## src/rtl/irfe_pkg.sv

```systemverilog
`timescale 1ns / 1ps
// ----------------------------------------------------------------------------
// irfe_pkg
// shared widths, register indexes, framing codes and control structs of the
// ir remote frame encoder
// ----------------------------------------------------------------------------
package irfe_pkg;

	localparam int PAYLOAD_W    = 32;
	localparam int DUR_W        = 16;
	localparam int BITCNT_W     = 6;
	localparam int MODE_W       = 2;
	localparam int CFG_IDX_W    = 3;
	localparam int CFG_DATA_W   = 16;
	localparam int MAX_BITS_DEF = 32;
	// signed alignment offset, also holds a saturated bit count
	localparam int ALIGN_W      = BITCNT_W + 1;

	// register indexes
	localparam logic [CFG_IDX_W-1:0] REG_FRAME_MODE   = 3'd0;
	localparam logic [CFG_IDX_W-1:0] REG_HEADER_MARK  = 3'd1;
	localparam logic [CFG_IDX_W-1:0] REG_HEADER_SPACE = 3'd2;
	localparam logic [CFG_IDX_W-1:0] REG_ONE_MARK     = 3'd3;
	localparam logic [CFG_IDX_W-1:0] REG_ZERO_MARK    = 3'd4;
	localparam logic [CFG_IDX_W-1:0] REG_ONE_SPACE    = 3'd5;
	localparam logic [CFG_IDX_W-1:0] REG_ZERO_SPACE   = 3'd6;

	// framing codes
	localparam logic [MODE_W-1:0] MODE_PDIST  = 2'd0;
	localparam logic [MODE_W-1:0] MODE_PWIDTH = 2'd1;
	localparam logic [MODE_W-1:0] MODE_MANCH  = 2'd2;

	// reset values
	localparam logic [DUR_W-1:0] RST_HEADER_MARK  = 16'd9000;
	localparam logic [DUR_W-1:0] RST_HEADER_SPACE = 16'd4500;
	localparam logic [DUR_W-1:0] RST_ONE_MARK     = 16'd560;
	localparam logic [DUR_W-1:0] RST_ZERO_MARK    = 16'd560;
	localparam logic [DUR_W-1:0] RST_ONE_SPACE    = 16'd1690;
	localparam logic [DUR_W-1:0] RST_ZERO_SPACE   = 16'd560;

	typedef struct packed {
		logic [MODE_W-1:0] frame_mode;
		logic [DUR_W-1:0]  header_mark_us;
		logic [DUR_W-1:0]  header_space_us;
		logic [DUR_W-1:0]  one_mark_us;
		logic [DUR_W-1:0]  zero_mark_us;
		logic [DUR_W-1:0]  one_space_us;
		logic [DUR_W-1:0]  zero_space_us;
	} timing_t;

	typedef struct packed {
		logic load;
		logic step;
	} shift_ctrl_t;

	typedef struct packed {
		logic aligned;
		logic bit_val;
	} shift_stat_t;

endpackage

```

## src/rtl/irfe_ifs.sv

```systemverilog
`timescale 1ns / 1ps
// ----------------------------------------------------------------------------
// irfe channel interfaces
// frame command, pulse pair and register write channels
// ----------------------------------------------------------------------------
interface irfe_cmd_if import irfe_pkg::*; ();
	logic                 valid;
	logic                 ready;
	logic [PAYLOAD_W-1:0] payload;
	logic [BITCNT_W-1:0]  bit_count;

	modport source (output valid, output payload, output bit_count, input ready);
	modport sink   (input valid, input payload, input bit_count, output ready);
endinterface

interface irfe_pair_if import irfe_pkg::*; ();
	logic             valid;
	logic             ready;
	logic             mark_first;
	logic [DUR_W-1:0] first_duration_us;
	logic [DUR_W-1:0] second_duration_us;
	logic             last_pair;

	modport source (output valid, output mark_first, output first_duration_us,
		output second_duration_us, output last_pair, input ready);
	modport sink   (input valid, input mark_first, input first_duration_us,
		input second_duration_us, input last_pair, output ready);
endinterface

interface irfe_cfg_if import irfe_pkg::*; ();
	logic                  valid;
	logic                  ready;
	logic [CFG_IDX_W-1:0]  index;
	logic [CFG_DATA_W-1:0] data;

	modport source (output valid, output index, output data, input ready);
	modport sink   (input valid, input index, input data, output ready);
endinterface

```

## src/rtl/irfe_cfg_regs.sv

```systemverilog
`timescale 1ns / 1ps
// ----------------------------------------------------------------------------
// irfe_cfg_regs
// framing mode and timing registers behind the write channel
// ----------------------------------------------------------------------------
module irfe_cfg_regs import irfe_pkg::*; (
	input  logic       clk,
	input  logic       arst_n,
	irfe_cfg_if.sink   cfg,
	output timing_t    tm
);

	timing_t tm_q;

	assign cfg.ready = 1'b1;
	assign tm        = tm_q;

	always_ff @(posedge clk or negedge arst_n) begin
		if (!arst_n) begin
			tm_q.frame_mode      <= MODE_PDIST;
			tm_q.header_mark_us  <= RST_HEADER_MARK;
			tm_q.header_space_us <= RST_HEADER_SPACE;
			tm_q.one_mark_us     <= RST_ONE_MARK;
			tm_q.zero_mark_us    <= RST_ZERO_MARK;
			tm_q.one_space_us    <= RST_ONE_SPACE;
			tm_q.zero_space_us   <= RST_ZERO_SPACE;
		end else if (cfg.valid) begin
			case (cfg.index)
				REG_FRAME_MODE:   tm_q.frame_mode      <= cfg.data[MODE_W-1:0];
				REG_HEADER_MARK:  tm_q.header_mark_us  <= cfg.data;
				REG_HEADER_SPACE: tm_q.header_space_us <= cfg.data;
				REG_ONE_MARK:     tm_q.one_mark_us     <= cfg.data;
				REG_ZERO_MARK:    tm_q.zero_mark_us    <= cfg.data;
				REG_ONE_SPACE:    tm_q.one_space_us    <= cfg.data;
				REG_ZERO_SPACE:   tm_q.zero_space_us   <= cfg.data;
				default: ;
			endcase
		end
	end

endmodule

```

## src/rtl/irfe_bit_shifter.sv

```systemverilog
`timescale 1ns / 1ps
// ----------------------------------------------------------------------------
// irfe_bit_shifter
// payload shift register with a signed alignment counter; bits leave msb first
// ----------------------------------------------------------------------------
module irfe_bit_shifter import irfe_pkg::*; (
	input  logic                 clk,
	input  logic                 arst_n,
	input  shift_ctrl_t          ctrl,
	input  logic [PAYLOAD_W-1:0] payload,
	input  logic [ALIGN_W-1:0]   align_init,
	output shift_stat_t          stat
);

	logic [PAYLOAD_W-1:0] sreg_q;
	logic [ALIGN_W-1:0]   align_q;
	logic                 align_neg;
	logic                 align_pos;

	// positive: bits still to drop, negative: leading zeros still to send
	assign align_neg = align_q[ALIGN_W-1];
	assign align_pos = !align_neg && (align_q != '0);

	assign stat.aligned = !align_pos;
	assign stat.bit_val = align_neg ? 1'b0 : sreg_q[PAYLOAD_W-1];

	always_ff @(posedge clk or negedge arst_n) begin
		if (!arst_n) begin
			align_q <= '0;
		end else if (ctrl.load) begin
			align_q <= align_init;
		end else if (ctrl.step) begin
			if (align_pos) begin
				align_q <= align_q - ALIGN_W'(1);
			end else if (align_neg) begin
				align_q <= align_q + ALIGN_W'(1);
			end
		end
	end

	always_ff @(posedge clk) begin
		if (ctrl.load) begin
			sreg_q <= payload;
		end else if (ctrl.step && !align_neg) begin
			sreg_q <= {sreg_q[PAYLOAD_W-2:0], 1'b0};
		end
	end

endmodule

```

## src/rtl/irfe_frame_seq.sv

```systemverilog
`timescale 1ns / 1ps
// ----------------------------------------------------------------------------
// irfe_frame_seq
// frame sequencer: walks header, bit and closing pairs and holds the output
// register of the pair channel
// ----------------------------------------------------------------------------
module irfe_frame_seq import irfe_pkg::*; #(
	parameter int MAX_BITS = MAX_BITS_DEF
) (
	input  logic                clk,
	input  logic                arst_n,
	input  timing_t             tm,
	input  logic                cmd_valid,
	output logic                cmd_ready,
	input  logic [BITCNT_W-1:0] bit_count,
	output shift_ctrl_t         sh_ctrl,
	output logic [ALIGN_W-1:0]  align_init,
	input  shift_stat_t         sh_stat,
	irfe_pair_if.source         pair
);

	localparam int CNT_W = $clog2(MAX_BITS + 1);

	typedef enum logic [5:0] {
		ST_IDLE   = 6'b000001,
		ST_ALIGN  = 6'b000010,
		ST_HEAD   = 6'b000100,
		ST_START2 = 6'b001000,
		ST_BITS   = 6'b010000,
		ST_TRAIL  = 6'b100000
	} state_t;

	state_t             state_q, state_d;
	logic [CNT_W-1:0]   rem_q, rem_d;
	logic [ALIGN_W-1:0] bc_ext;
	logic [ALIGN_W-1:0] n_sat;
	logic               acc;
	logic               mode_ok;
	logic               align_pos;
	logic               emit_ok;
	logic               gen;
	logic               mf_d;
	logic [DUR_W-1:0]   d1_d, d2_d;
	logic               last_d;
	logic               step;

	logic               out_valid_q;
	logic               mf_q;
	logic [DUR_W-1:0]   d1_q, d2_q;
	logic               last_q;

	assign cmd_ready = (state_q == ST_IDLE);
	assign acc       = cmd_valid && cmd_ready;

	assign bc_ext = ALIGN_W'(bit_count);
	assign n_sat  = (bc_ext > ALIGN_W'(MAX_BITS)) ? ALIGN_W'(MAX_BITS) : bc_ext;

	assign mode_ok = (tm.frame_mode == MODE_PDIST) || (tm.frame_mode == MODE_PWIDTH)
		|| (tm.frame_mode == MODE_MANCH);

	// msb-first framing needs no alignment, lsb-anchored framing drops 32-n bits
	assign align_init = (tm.frame_mode == MODE_PDIST) ? '0
		: ALIGN_W'(ALIGN_W'(PAYLOAD_W) - n_sat);
	assign align_pos  = !align_init[ALIGN_W-1] && (align_init != '0);

	assign emit_ok = !out_valid_q || pair.ready;

	assign sh_ctrl.load = acc;
	assign sh_ctrl.step = step;

	always_comb begin
		state_d = state_q;
		rem_d   = rem_q;
		gen     = 1'b0;
		mf_d    = 1'b1;
		d1_d    = '0;
		d2_d    = '0;
		last_d  = 1'b0;
		step    = 1'b0;
		case (state_q)
			ST_IDLE: begin
				if (acc && mode_ok) begin
					rem_d   = CNT_W'(n_sat);
					state_d = align_pos ? ST_ALIGN : ST_HEAD;
				end
			end
			ST_ALIGN: begin
				if (sh_stat.aligned) begin
					state_d = ST_HEAD;
				end else begin
					step = 1'b1;
				end
			end
			ST_HEAD: begin
				if (emit_ok) begin
					gen = 1'b1;
					if (tm.frame_mode == MODE_MANCH) begin
						d1_d    = tm.one_mark_us;
						d2_d    = tm.one_mark_us;
						state_d = ST_START2;
					end else begin
						d1_d = tm.header_mark_us;
						d2_d = tm.header_space_us;
						if (rem_q != '0) begin
							state_d = ST_BITS;
						end else if (tm.frame_mode == MODE_PDIST) begin
							state_d = ST_TRAIL;
						end else begin
							last_d  = 1'b1;
							state_d = ST_IDLE;
						end
					end
				end
			end
			ST_START2: begin
				if (emit_ok) begin
					gen     = 1'b1;
					d1_d    = tm.one_mark_us;
					last_d  = (rem_q == '0);
					state_d = (rem_q == '0) ? ST_IDLE : ST_BITS;
				end
			end
			ST_BITS: begin
				if (emit_ok) begin
					gen   = 1'b1;
					step  = 1'b1;
					rem_d = rem_q - CNT_W'(1);
					case (tm.frame_mode)
						MODE_MANCH: begin
							mf_d = !sh_stat.bit_val;
							d1_d = tm.one_mark_us;
							d2_d = tm.one_mark_us;
						end
						MODE_PWIDTH: begin
							d1_d = sh_stat.bit_val ? tm.one_mark_us : tm.zero_mark_us;
							d2_d = tm.header_space_us;
						end
						default: begin
							d1_d = tm.one_mark_us;
							d2_d = sh_stat.bit_val ? tm.one_space_us : tm.zero_space_us;
						end
					endcase
					if (rem_q == CNT_W'(1)) begin
						if (tm.frame_mode == MODE_PDIST) begin
							state_d = ST_TRAIL;
						end else begin
							last_d  = 1'b1;
							state_d = ST_IDLE;
						end
					end
				end
			end
			ST_TRAIL: begin
				if (emit_ok) begin
					gen     = 1'b1;
					d1_d    = tm.one_mark_us;
					last_d  = 1'b1;
					state_d = ST_IDLE;
				end
			end
			default: begin
				state_d = ST_IDLE;
			end
		endcase
	end

	always_ff @(posedge clk or negedge arst_n) begin
		if (!arst_n) begin
			state_q     <= ST_IDLE;
			rem_q       <= '0;
			out_valid_q <= 1'b0;
		end else begin
			state_q <= state_d;
			rem_q   <= rem_d;
			if (gen) begin
				out_valid_q <= 1'b1;
			end else if (pair.ready) begin
				out_valid_q <= 1'b0;
			end
		end
	end

	always_ff @(posedge clk) begin
		if (gen) begin
			mf_q   <= mf_d;
			d1_q   <= d1_d;
			d2_q   <= d2_d;
			last_q <= last_d;
		end
	end

	assign pair.valid              = out_valid_q;
	assign pair.mark_first         = mf_q;
	assign pair.first_duration_us  = d1_q;
	assign pair.second_duration_us = d2_q;
	assign pair.last_pair          = last_q;

endmodule

```

## src/rtl/ir_remote_frame_encoder_unit.sv

```systemverilog
`timescale 1ns / 1ps
// ----------------------------------------------------------------------------
// ir_remote_frame_encoder_unit
// turns a frame command into a run of ir pulse pairs (nec, sony or rc5 style)
// ----------------------------------------------------------------------------
// Each command (payload, bit_count) becomes a frame of pulse pairs, each
// giving which level comes first and two segment durations in microseconds.
// frame_mode selects pulse distance with trailer (header, n bits taken from
// payload bit 31 downward, trailer mark: n+2 pairs), pulse width (header, n
// bits from bit n-1 downward: n+1 pairs) or manchester (two start pairs, n
// half-bit pairs from bit n-1 downward: n+2 pairs). bit_count saturates at
// MAX_BITS; bit positions outside the 32-bit payload are sent as zero; mode 3
// takes the command and emits nothing. Payload bits leave a shift register
// one per cycle unless the pair channel stalls. Pulse width and manchester
// frames with n below 32 first shift the payload into place, dropping 32-n
// bits, and wait to see it aligned before the header goes out. After that,
// with the consumer always ready, one pair leaves per cycle; stalls on the
// pair channel hold the frame. The next command is taken once the last pair
// of a frame sits in the output register. Timing registers are written over
// the cfg channel, always ready; the user must write them only while no
// frame is in progress, as the block itself does not enforce this.
// ----------------------------------------------------------------------------
module ir_remote_frame_encoder_unit import irfe_pkg::*; #(
	parameter int MAX_BITS = MAX_BITS_DEF
) (
	input  logic        clk,
	input  logic        arst_n,
	irfe_cmd_if.sink    cmd,
	irfe_pair_if.source pair,
	irfe_cfg_if.sink    cfg
);

	timing_t            tm;
	shift_ctrl_t        sh_ctrl;
	shift_stat_t        sh_stat;
	logic [ALIGN_W-1:0] align_init;
	logic               cmd_ready;

	// command transfer handshake lives in the sequencer
	assign cmd.ready = cmd_ready;

	// mode and timing registers
	irfe_cfg_regs u_cfg_regs (
		.clk    (clk),
		.arst_n (arst_n),
		.cfg    (cfg),
		.tm     (tm)
	);

	// payload bits, one per step, msb first after alignment
	irfe_bit_shifter u_bit_shifter (
		.clk        (clk),
		.arst_n     (arst_n),
		.ctrl       (sh_ctrl),
		.payload    (cmd.payload),
		.align_init (align_init),
		.stat       (sh_stat)
	);

	// frame walk and pair output register
	irfe_frame_seq #(
		.MAX_BITS (MAX_BITS)
	) u_frame_seq (
		.clk        (clk),
		.arst_n     (arst_n),
		.tm         (tm),
		.cmd_valid  (cmd.valid),
		.cmd_ready  (cmd_ready),
		.bit_count  (cmd.bit_count),
		.sh_ctrl    (sh_ctrl),
		.align_init (align_init),
		.sh_stat    (sh_stat),
		.pair       (pair)
	);

endmodule

```

## src/flat_wrapper.sv

```systemverilog
// flat-port wrapper written by rule: the top's interface ports become plain ports
module ir_remote_frame_encoder_unit_flat import irfe_pkg::*;
#(
	parameter int MAX_BITS = MAX_BITS_DEF
)
  (clk, arst_n, cmd_valid, cmd_payload, cmd_bit_count, cmd_ready, pair_valid, pair_mark_first, pair_first_duration_us, pair_second_duration_us, pair_last_pair, pair_ready, cfg_valid, cfg_index, cfg_data, cfg_ready);
  irfe_cmd_if cmd_i ();
  irfe_pair_if pair_i ();
  irfe_cfg_if cfg_i ();
  input  logic clk;
  input  logic arst_n;
  input wire logic [$bits(cmd_i.valid)-1:0] cmd_valid;
  input wire logic [$bits(cmd_i.payload)-1:0] cmd_payload;
  input wire logic [$bits(cmd_i.bit_count)-1:0] cmd_bit_count;
  output wire logic [$bits(cmd_i.ready)-1:0] cmd_ready;
  output wire logic [$bits(pair_i.valid)-1:0] pair_valid;
  output wire logic [$bits(pair_i.mark_first)-1:0] pair_mark_first;
  output wire logic [$bits(pair_i.first_duration_us)-1:0] pair_first_duration_us;
  output wire logic [$bits(pair_i.second_duration_us)-1:0] pair_second_duration_us;
  output wire logic [$bits(pair_i.last_pair)-1:0] pair_last_pair;
  input wire logic [$bits(pair_i.ready)-1:0] pair_ready;
  input wire logic [$bits(cfg_i.valid)-1:0] cfg_valid;
  input wire logic [$bits(cfg_i.index)-1:0] cfg_index;
  input wire logic [$bits(cfg_i.data)-1:0] cfg_data;
  output wire logic [$bits(cfg_i.ready)-1:0] cfg_ready;
  assign cmd_i.valid = cmd_valid;
  assign cmd_i.payload = cmd_payload;
  assign cmd_i.bit_count = cmd_bit_count;
  assign cmd_ready = cmd_i.ready;
  assign pair_valid = pair_i.valid;
  assign pair_mark_first = pair_i.mark_first;
  assign pair_first_duration_us = pair_i.first_duration_us;
  assign pair_second_duration_us = pair_i.second_duration_us;
  assign pair_last_pair = pair_i.last_pair;
  assign pair_i.ready = pair_ready;
  assign cfg_i.valid = cfg_valid;
  assign cfg_i.index = cfg_index;
  assign cfg_i.data = cfg_data;
  assign cfg_ready = cfg_i.ready;
  ir_remote_frame_encoder_unit #(.MAX_BITS(MAX_BITS)) u_core (.clk(clk), .arst_n(arst_n), .cmd(cmd_i), .pair(pair_i), .cfg(cfg_i));
endmodule
```

## config.mk

```make
export PLATFORM = sky130hd
export DESIGN_NAME = ir_remote_frame_encoder_unit_flat
export DESIGN_NICKNAME = d
export VERILOG_FILES = /design/src/rtl/irfe_pkg.sv /design/src/rtl/irfe_ifs.sv /design/src/rtl/irfe_cfg_regs.sv /design/src/rtl/irfe_bit_shifter.sv /design/src/rtl/irfe_frame_seq.sv /design/src/rtl/ir_remote_frame_encoder_unit.sv /design/src/flat_wrapper.sv
export SDC_FILE = /design/constraint.sdc
export NUM_CORES = 1
export LEC_CHECK = 0
export BUFFER_PORTS_ARGS = -buffer_cell sky130_fd_sc_hd__buf_2
export CAP_MARGIN = 5
export CORE_MARGIN = 1
export CORE_UTILIZATION = 36
export DETAILED_ROUTE_END_ITERATION = 12
export GPL_ROUTABILITY_DRIVEN = 0
export PLACE_DENSITY_LB_ADDON = 0.3
export SYNTH_ARGS = -nofsm -noshare
export SYNTH_HDL_FRONTEND = slang
export SYNTH_SLANG_ARGS = --single-unit
```

## constraint.sdc

```tcl
create_clock -name clk -period 4.5 [get_ports clk]
set_clock_uncertainty 0.2 [all_clocks]
set_input_delay 0.45 -clock clk [delete_from_list [all_inputs] [get_ports clk]]
set_output_delay 0.45 -clock clk [all_outputs]
set_load 0.01 [all_outputs]
```

After elaboration in Yosys (flattened, before gate mapping). Cells that the tools add are included.

Register bits after elaboration: 184. Latch bits: 0. Bits in writable memories: 0. ROM bits: 0. Output and inout port bits: 37. Memories: 0.

$add $sub $neg: 4. Multiply operators: 0. Div/mod/pow operators: 0. $lt $le $gt $ge: 1. Eq/ne operators: 22. Shift-type cells: 0. Multiplexer cells: 52. Bitwise operators: 0. Reduce and logical (&&, ||, !) cells: 36.

Operators by type and width (count): $mux W16 (10); $mux W6 (13); $mux W32 (2); $pmux W16 S2 (2); $pmux W16 S3 (1); $pmux W6 S6 (1); $mux W7 (5); $reduce_and A2 Y1 (8); $reduce_bool A7 Y1 (2); $mux W1 (13); $eq A6 B1 Y1 const B (2); $ne A2 B2 Y1 const B (6); $pmux W6 S2 (1); $eq A3 B3 Y1 const B (3); $reduce_bool A2 Y1 (4); $add A7 B1 Y7 const B (1); $reduce_and A7 Y1 (1); $sub A6 B6 Y7 const A (1); $sub A7 B1 Y7 const B (1); $eq A3 B2 Y1 const B (2); $eq A6 B2 Y1 const B (1); $eq A6 B3 Y1 const B (1); $eq A6 B4 Y1 const B (1); $eq A6 B5 Y1 const B (1); 22 further kinds (32).

Logic depth before layout (Yosys ltp). Gate-level depths: netlist of the first run.

Depth in word-level cells: 9. Depth in mapped cells: 9. Depth with buffers taken out: 8.

By module. From an unflattened synthesis of the first run, not the netlist that was laid out.

Cell total of the unflattened synthesis: 719. Area, all modules: 9262.6 um^2.

Modules (own cells, without submodules): irfe_cfg_regs (times used 1, cells each 215, area each 3923.8 um^2, sequential area each 2483.6 um^2); irfe_frame_seq (times used 1, cells each 356, area each 3338.2 um^2, sequential area each 1347.5 um^2); irfe_bit_shifter (times used 1, cells each 148, area each 2000.7 um^2, sequential area each 1136.1 um^2).

Least setup slack after synthesis of the first run. Ideal clock, no wire load.

Kind: reg-to-reg. Start point: register u_core.u_frame_seq.state_q[2]. End point: register u_core.u_bit_shifter.sreg_q[0], enable pin. Data arrival time: 3.112 ns. Required time: 3.868 ns. Slack: 0.756 ns. Cell stages (with the launch flop): 6. Path buffers: 2. Cells stage by stage: dfrtp_1 -> nor4_2 -> nand3_1 -> clkbuf_1 -> clkbuf_1 -> a21oi_1.

Longest elaborated chain between the ends: 4. Elaborated cells on any way between the ends: 7. Classes of those cells: 3 x eq/ne; 1 x mux; 3 x reduce/logical.

Ends and longest elaborated chain: start: declaration (RTL line irfe_frame_seq.sv:33) `state_t state_q, state_d;`; start signal: assignment (RTL line irfe_frame_seq.sv:173) `state_q <= state_d;`; $eq A6 B5 Y1 / $eq A6 B2 Y1 (equally long branches) (RTL line irfe_frame_seq.sv:80) `case (state_q)`; $pmux W1 S2 (RTL line irfe_frame_seq.sv:80); $logic_and A1 B1 Y1 (RTL line irfe_bit_shifter.sv:44) `end else if (ctrl.step && !align_neg) begin`; $reduce_bool A2 Y1 (no line) (*); end signal: assignment (RTL line irfe_bit_shifter.sv:43) `sreg_q <= payload;`; end signal: assignment (RTL line irfe_bit_shifter.sv:45) `sreg_q <= {sreg_q[PAYLOAD_W-2:0], 1'b0};`; end: declaration (RTL line irfe_bit_shifter.sv:15) `logic [PAYLOAD_W-1:0] sreg_q;`.

Every way passes the cells marked *; elsewhere a longest branch is shown, timed or not. A chain may end at the register's enable or synchronous reset.

Worst setup path after layout of the first run.
Start point: register u_core.u_frame_seq.state_q[4]. End point: register u_core.u_frame_seq.d1_q[14] (netlist: u_core.u_frame_seq.pair.first_duration_us[14]) (data pin).

Longest elaborated chain between the ends: 3. Elaborated cells on any way between the ends: 6. Classes of those cells: 4 x eq/ne; 1 x mux; 1 x reduce/logical.

Ends and longest elaborated chain: $eq A6 B6 Y1 / $eq A6 B4 Y1 (equally long branches) (RTL line irfe_frame_seq.sv:80); $reduce_or A2 Y1 (no line); $pmux W16 S3 (*) (RTL line irfe_frame_seq.sv:80); named net u_core.u_frame_seq.d1_d[14] (RTL line irfe_frame_seq.sv:43) `logic [DUR_W-1:0] d1_d, d2_d;`; end signal: assignment (RTL line irfe_frame_seq.sv:186) `d1_q <= d1_d;`; end: declaration (RTL line irfe_frame_seq.sv:49) `logic [DUR_W-1:0] d1_q, d2_q;`.

The timed path passes the listed nets; every way through them passes the cells marked *.

==> results of run 1 <==
timing repair:
item	4_1_cts	5_1_grt
endpoints found under the hold margin	38	0
hold buffers	1	0
setup endpoints to repair	0	0
resized for setup	0	0
layout by cell type (no fill, tap or decap), types with 5 or more instances in the layout:
cell type,instances
a21oi_1,46
buf_2,96
buf_4,16
clkbuf_16,18
dfrtp_1,92
dfstp_2,26
edfxtp_1,66
ha_1,9
inv_1,11
inv_6,6
mux2_2,113
mux2i_1,19
nand2_1,142
nand2b_1,21
nand3_1,19
nor2_1,22
nor2b_1,7
nor3_1,11
o21ai_0,32
o22ai_1,20
o2bb2ai_1,15
xor2_1,5
state kept, by name, summed over array words and instances, names as in the netlist:
register / cells
u_core.u_frame_seq.pair.second_duration_us: 16
u_core.u_frame_seq.pair.valid: 1
u_core.u_bit_shifter.sreg_q: 32
u_core.u_frame_seq.state_q: 6
u_core.u_frame_seq.rem_q: 6
u_core.u_frame_seq.pair.mark_first: 1
u_core.u_cfg_regs.tm: 98
u_core.u_bit_shifter.align_q: 7
u_core.u_frame_seq.pair.last_pair: 1
u_core.u_frame_seq.pair.first_duration_us: 16
critical path: stages, from the launching register on:
cell	delay [ns]
dfrtp_1	0.52
nor2b_1	0.28
nand3_1	0.48
nor2_2	0.92
a222oi_1	0.26
nor2_1	0.12
report_power, final:
| part | switching [W] | total, W | leakage [nW] | internal, W |
|---|---|---|---|---|
| clock network | 0.000664 | 0.00153 | 0.289 | 0.000864 |
| registers | 0.000304 | 0.00271 | 2.01 | 0.00241 |
| logic | 0.00121 | 0.00209 | 1.99 | 0.000881 |
logic make-up after synthesis:
| kind of cell | after synthesis | share of synthesized area, % |
|---|---|---|
| multiplexers | 134 | 16.3 |
| flip-flops | 184 | 54.4 |
| buffers and inverters | 62 | 2.78 |
| AO/OA/AOI/OAI | 151 | 10.6 |
| adder cells (fa/ha/maj) | 10 | 1.37 |
| XOR/XNOR | 9 | 0.863 |
| AND/OR/NAND/NOR | 262 | 13.6 |
| other | 1 | 0.0411 |
layer usage:
metal | vias up | GRT usage [%] | wire length, um
li1 | 3099 | - | -
met5 | - | 0 | 0
met1 | 3206 | 22.1 | 9990
met4 | 0 | 6.65 | 476
met3 | 30 | 2.62 | 764
met2 | 150 | 28.2 | 10400
worst max-delay path by stage:
stage	start	end	slack (ns)	cells after the start
2_1_floorplan	u_core.u_frame_seq.state_q[2]	u_core.u_bit_shifter.sreg_q[0]	0.76	5
6_report	u_core.u_frame_seq.state_q[4]	u_core.u_frame_seq.pair.first_duration_us[14]	1.57	5
3_3_place_gp	u_core.u_cfg_regs.tm[97]	u_core.u_frame_seq.pair.first_duration_us[14]	1.69	6
5_1_grt	u_core.u_frame_seq.state_q[4]	u_core.u_frame_seq.pair.first_duration_us[14]	1.40	5
4_1_cts	u_core.u_frame_seq.state_q[4]	u_core.u_frame_seq.pair.first_duration_us[14]	1.62	5
3_5_place_dp	u_core.u_frame_seq.state_q[2]	u_core.u_frame_seq.pair.first_duration_us[14]	1.65	5
final cells by class:
| class | instances | area [sq um] |
|---|---|---|
| Inverter | 12 | 45.0 |
| Fill cell | 2352 | 14000 |
| Tap cell | 324 | 405 |
| Multi-Input combinational cell | 567 | 3940 |
| Clock buffer | 21 | 462 |
| Timing Repair Buffer | 113 | 611 |
| Sequential cell | 184 | 4970 |
| Clock inverter | 11 | 134 |
through the flow:
step | instance area, sq um | total power [W] | instances | setup WS, ns
2_1_floorplan | 9130 | 0.00422 | 813 | 0.756
3_3_place_gp | 9950 | 0.00482 | 1199 | 1.69
3_5_place_dp | 9950 | 0.00485 | 1199 | 1.65
4_1_cts | 10600 | 0.00640 | 1232 | 1.62
5_1_grt | 10600 | 0.00673 | 1232 | 1.40
6_report | 10600 | 0.00634 | 1232 | 1.57
==> summary.md, run 1 <==
| Metric | Value |
|---|---|
| Post-synth top flop | `dfrtp_1` |
| Die Span Y | `161 um` |
| WS Path Type | `reg -> reg` |
| PwrDens | `about 600 mW/mm^2` |
| Drt wl/cell | `17.5 um` |
| WP data required | `4.58 ns` |
| Die ar. | `0.0260 sq mm` |
| Vias | `6,485` |
| IR drop worst, VDD | `0.237 mV` |
| Cell with the most instances after synthesis | `nand2_1` |
| Core area | `between 0.02 and 0.025 sq mm` |
| Via density | `5.26` |
| Mean area per synthesized cell | `11.2 sq um` |
| Fin crit share | `65.0%` |
| Crit. End Element | `flop` |
| Hold Worst Slack | `0.0929 ns` |
| Area grow syn2layout | `15.6%` |
| Antenna-violating nets left | `0` |
| Reg2Reg Depth | `5` |
| Final Max Slew Viols | `0` |
| DR iter-0 viols | `424` |
| Number of synthesized flops with an enable pin | `66` |
| Row cnt | `57` |
| ANT cells | `0` |
| Postcts setup bufs | `0` |
| GRT overflow | `0` |
| Max_slew headroom | `~25%` |
| Max Clk Rate | `342 MHz` |
| Crit-path max FO | `16` |
| Top-area cell type share of the netlist area | `25.2%` |
| Crit path DAT | `around 3 ns` |
| Sequential fraction of the synthesis area | `54.4%` |
| Slew @ Worst Pin | `1.13 ns` |
| Syn Inst Count | `813` |
| Ratio of cells with drive above 1 in the final layout | `32.9%` |
| Buffers on Ports | `97` |
| CTS tree | `yes` |
| DP HPWL | `14,200 um` |
| RSZ-0062 raised after global routing | `no` |
| Fin crit period | `2.93 ns` |
| Initial core utilization | `37.1%` |
| Remaining DRCs | `0` |
| Syn. warnings | `0` |
| I/O Pins | `about 100` |
| Drt first pass iters | `7` |
| First-pass GRT wire length | `34,200 um` |
| CTS max path bufs | `2` |
| Tot GR Track Use | `roughly 17%` |
| Syn_nets | `885` |
| FF-to-FF Start | `u_core.u_frame_seq.state_q[4]` |
| Nets | `967` |
| Leak Pwr | `4.29 nW` |
| Synth area leader | `dfrtp_1` |
| FF-to-FF End | `u_core.u_frame_seq.pair.first_duration_us[14]` |
| Syn Std Cell Area | `0.00913 sq mm` |
| Synth top area cells | `dfrtp_1 (25%), edfxtp_1 (22%), mux2_2 (14%), dfstp_2 (7.5%), nand2_1 (5.8%)` |
| Total wire length | `21,600 um` |
| Min-Delay Path Class | `in -> reg` |
| Worst Hold Launch | `cmd_payload[4]` |
| Final hold vios | `0` |
| Post-layout util | `42.9%` |
| Clock-pin slew on the worst setup and hold paths | `0.07 ns` |
| Status | `finished clean` |
| Pin count of the biggest net entering global routing | `55` |
| Clock sinks | `~180` |
| Clock tree root buffer cell | `clkbuf_16` |
| Distinct cells, synth | `between 60 and 70` |
| R2R Setup Slk | `1.57 ns` |
| Post-route setup TNS | `0 ns` |
| Synth Register Bits | `184` |
| Vias in the first global route | `6,370` |
| Synth top cells by count | `nand2_1 (142), mux2_2 (113), dfrtp_1 (92)` |
| Maxcap violations | `0` |
| Number of H-tree levels | `4` |
| Width of the die | `about 160 um` |
| Hold path depth | `3` |
| CP Launch Type | `flop` |
| Synth async-reset ratio | `64.1%` |
| Cts bufs inserted | `17` |
| Clk_lat worst skew | `0.42 ns` |
| Final setup fails | `0` |
| Initial antenna violation count | `1` |
| Hold Crit Endpoint | `u_core.u_bit_shifter.sreg_q[4]` |
No activity file was read; power rests on OpenSTA's default activity.
==> run 2: changes to the inputs <==
==> constraint.sdc (replaced) <==
create_clock -name clk -period 2.6 [get_ports clk]
set_clock_uncertainty 0.2 [all_clocks]
set_input_delay 0.26 -clock clk [delete_from_list [all_inputs] [get_ports clk]]
set_output_delay 0.26 -clock clk [all_outputs]
set_load 0.01 [all_outputs]
==> summary.md, run 2 (synthesized netlist as in run 1, its figures left out) <==
| Metric | Value |
|---|---|
| Area of the multi-input gates | `0.00396 sq mm (was 0.00394 sq mm)` |
| Pin count of the biggest net entering global routing | `46 (was 55)` |
| Nets | `1,032 (was 967)` |
| Ratio of cells with drive above 1 in the final layout | `32.8% (was 32.9%)` |
| PwrDens | `991 mW/mm^2 (was 600 mW/mm^2)` |
| Max_slew headroom | `56.6% (was 24.6%)` |
| Fin crit period | `2.32 ns` |
| Drt first pass iters | `4 (was 7)` |
| Width of the die | `161 um (unchanged)` |
| Die Span Y | `161 um (unchanged)` |
| Fin crit share | `89.1%` |
| Vias in the first global route | `6,696 (was 6,370)` |
| GRT overflow | `0 (unchanged)` |
| Comb power frac | `35.2% (was 33.1%)` |
| Core area | `0.0246 sq mm (unchanged)` |
| I/O Pins | `99 (unchanged)` |
| Initial core utilization | `37.1% (unchanged)` |
| Critical path, cell by cell | `nor4_4 -> nand2_1 -> inv_2 -> buf_2 (was nor2b_1 -> nand3_1 -> nor2_2 -> a222oi_1 -> nor2_1)` |
| DP HPWL | `14,300 um (was 14,200 um)` |
| Total wire length | `22,600 um (was 21,600 um)` |
| Clock-pin slew on the worst setup and hold paths | `0.08 ns (was 0.07 ns)` |
| Global Route met3 Usage | `2.77% (was 2.62%)` |
| Row cnt | `57 (unchanged)` |
| CP Launch Type | `flop (unchanged)` |
| Slew @ Worst Pin | `0.649 ns (was 1.13 ns)` |
| PostCTS Resize Cnt | `0 (unchanged)` |
| Die ar. | `0.0260 sq mm (unchanged)` |
| Most used routing layer | `met2 (unchanged)` |
| DR iter-0 viols | `329 (was 424)` |
| Maxcap violations | `0 (unchanged)` |
| CTS tree | `yes (unchanged)` |
| Final setup fails | `0 (unchanged)` |
| Drt wl/cell | `17.4 um (was 17.5 um)` |
| Crit-path max FO | `7 (was 16)` |
| Crit path DAT | `1.86 ns (was 3.00 ns)` |
| Status | `finished clean (unchanged)` |
| Initial antenna violation count | `0 (was 1)` |
| GR Layer Usage met1 | `24.2% (was 22.1%)` |
| Clock tree root buffer cell | `clkbuf_16 (unchanged)` |
| CTS max path bufs | `2 (unchanged)` |
| Final hold vios | `0 (unchanged)` |
| Cts bufs inserted | `17 (unchanged)` |
| Most common cell after layout, fill and taps aside | `nand2_1 (unchanged)` |
| WS Path Type | `reg -> out (was reg -> reg)` |
| Buffers on Ports | `97 (unchanged)` |
| Remaining DRCs | `0 (unchanged)` |
| Via density | `5.23 (was 5.26)` |
| Psw | `0.00397 W (was 0.00218 W)` |
| Crit. End Element | `output pin (was flop)` |
| Final Max Slew Viols | `0 (unchanged)` |
| Antenna-violating nets left | `0 (unchanged)` |
| Min-Delay Path Class | `in -> reg (unchanged)` |
| Clock power frac | `22.8% (was 24.1%)` |
| RSZ-0062 raised after global routing | `no (unchanged)` |
| First-pass GRT wire length | `36,100 um (was 34,200 um)` |
| Max Clk Rate | `about 430 MHz` |
| Crit path largest cell delay | `0.48 ns (was 0.92 ns)` |
| Leak Pwr | `4.58 nW (was 4.29 nW)` |
| Clk_lat worst skew | `0.43 ns (was 0.42 ns)` |
| Commonest non-fill, non-tap cells in the layout | `nand2_1 (142), mux2_2 (113), buf_2 (96), dfrtp_1 (92), edfxtp_1 (66) (unchanged)` |
| Setup WS post-layout | `0.284 ns (was 1.57 ns)` |
| Hold-fix buffers at CTS | `49 (was 1)` |
| Fillers | `2,289 (was 2,352)` |
| Tot GR Track Use | `17.9% (was 16.9%)` |
| Share of power burned in registers | `42.0% (was 42.8%)` |
| Sequential cell area | `0.00497 sq mm (unchanged)` |
| M2 GR Usage | `29.8% (was 28.2%)` |
| Internal power | `0.00715 W (was 0.00415 W)` |
| Sw Share | `35.7% (was 34.4%)` |
| Dpl ws | `0.189 ns (was 1.65 ns)` |
| Area grow syn2layout | `22.8% (was 15.6%)` |
| ANT cells | `0 (unchanged)` |
| IR drop worst, VDD | `0.411 mV (was 0.237 mV)` |
| Postcts setup bufs | `0 (unchanged)` |
| Number of H-tree levels | `4 (unchanged)` |
| Clock sinks | `184 (unchanged)` |
| Slowest cell on crit path | `dfrtp_1 (was nor2_2)` |
| Max reg flops | `98 (unchanged)` |
| WP data required | `2.14 ns (was 4.58 ns)` |
| Vias | `6,777 (was 6,485)` |
| Post-route setup TNS | `0 ns (unchanged)` |
run 2: power by group through the flow:
stage | Clock, W | Sequential (W) | Combinational [W]
after floorplan | 0 | 0.00462 | 0.00271
after global placement | 0 | 0.00470 | 0.00384
after detailed placement | 0 | 0.00471 | 0.00386
after CTS | 0.00260 | 0.00467 | 0.00393
after global routing | 0.00270 | 0.00477 | 0.00435
final | 0.00254 | 0.00467 | 0.00391
run 2: cell type report:
cell class                 count  share of cell area, %
clock inverter                15                   1.45
timing repair buffer         178                   11.2
tap                          324                   3.61
inverter                      12                  0.402
sequential                   184                   44.3
multi-input combinational    567                   35.3
clock buffer                  17                   3.79
run 2: final timing paths:
kind / start / end / slack, ns / depth (start not counted)
worst min register to register: u_core.u_cfg_regs.tm[7] / u_core.u_cfg_regs.tm[7] / 0.31 / 1
worst min-delay path: cmd_bit_count[4] / u_core.u_frame_seq.rem_q[4] / 0.02 / 3
worst max-delay path: u_core.u_frame_seq.state_q[2] / cmd_ready / 0.28 / 4
max in group asynchronous: arst_n / u_core.u_cfg_regs.tm[17] / 1.27 / 3
worst max register to register: u_core.u_frame_seq.state_q[4] / u_core.u_frame_seq.state_q[2] / 0.33 / 5
min in group asynchronous: arst_n / u_core.u_frame_seq.rem_q[5] / 0.13 / 2
run 2: metrics by stage:
stage	total power, W	instances	hold slack (ns)	cell area [sq um]	util [%]
2_1_floorplan	0.00733	813	-0.236	9160	-
3_3_place_gp	0.00853	1216	0.0669	10100	41.2
3_5_place_dp	0.00857	1216	0.0690	10100	41.2
4_1_cts	0.0112	1297	0.0135	11200	45.6
5_1_grt	0.0118	1297	0.0691	11200	45.6
6_report	0.0111	1297	0.0225	11200	45.6
run 2: critical path, delay by kind of cell, from the launching register on:
kind                   cells  cell delay (ns)
buffers and inverters      2             0.29
flip-flops                 1             0.48
AND/OR/NAND/NOR            2             0.65
run 2: routing by layer:
| metal | vias to the layer above | wire length [um] | share of wire, % |
|---|---|---|---|
| li1 | 3232 | - | - |
| met3 | 20 | 682 | 3.0 |
| met1 | 3412 | 10600 | 47 |
| met5 | - | 0 | 0 |
| met4 | 0 | 275 | 1.2 |
| met2 | 113 | 11000 | 49 |
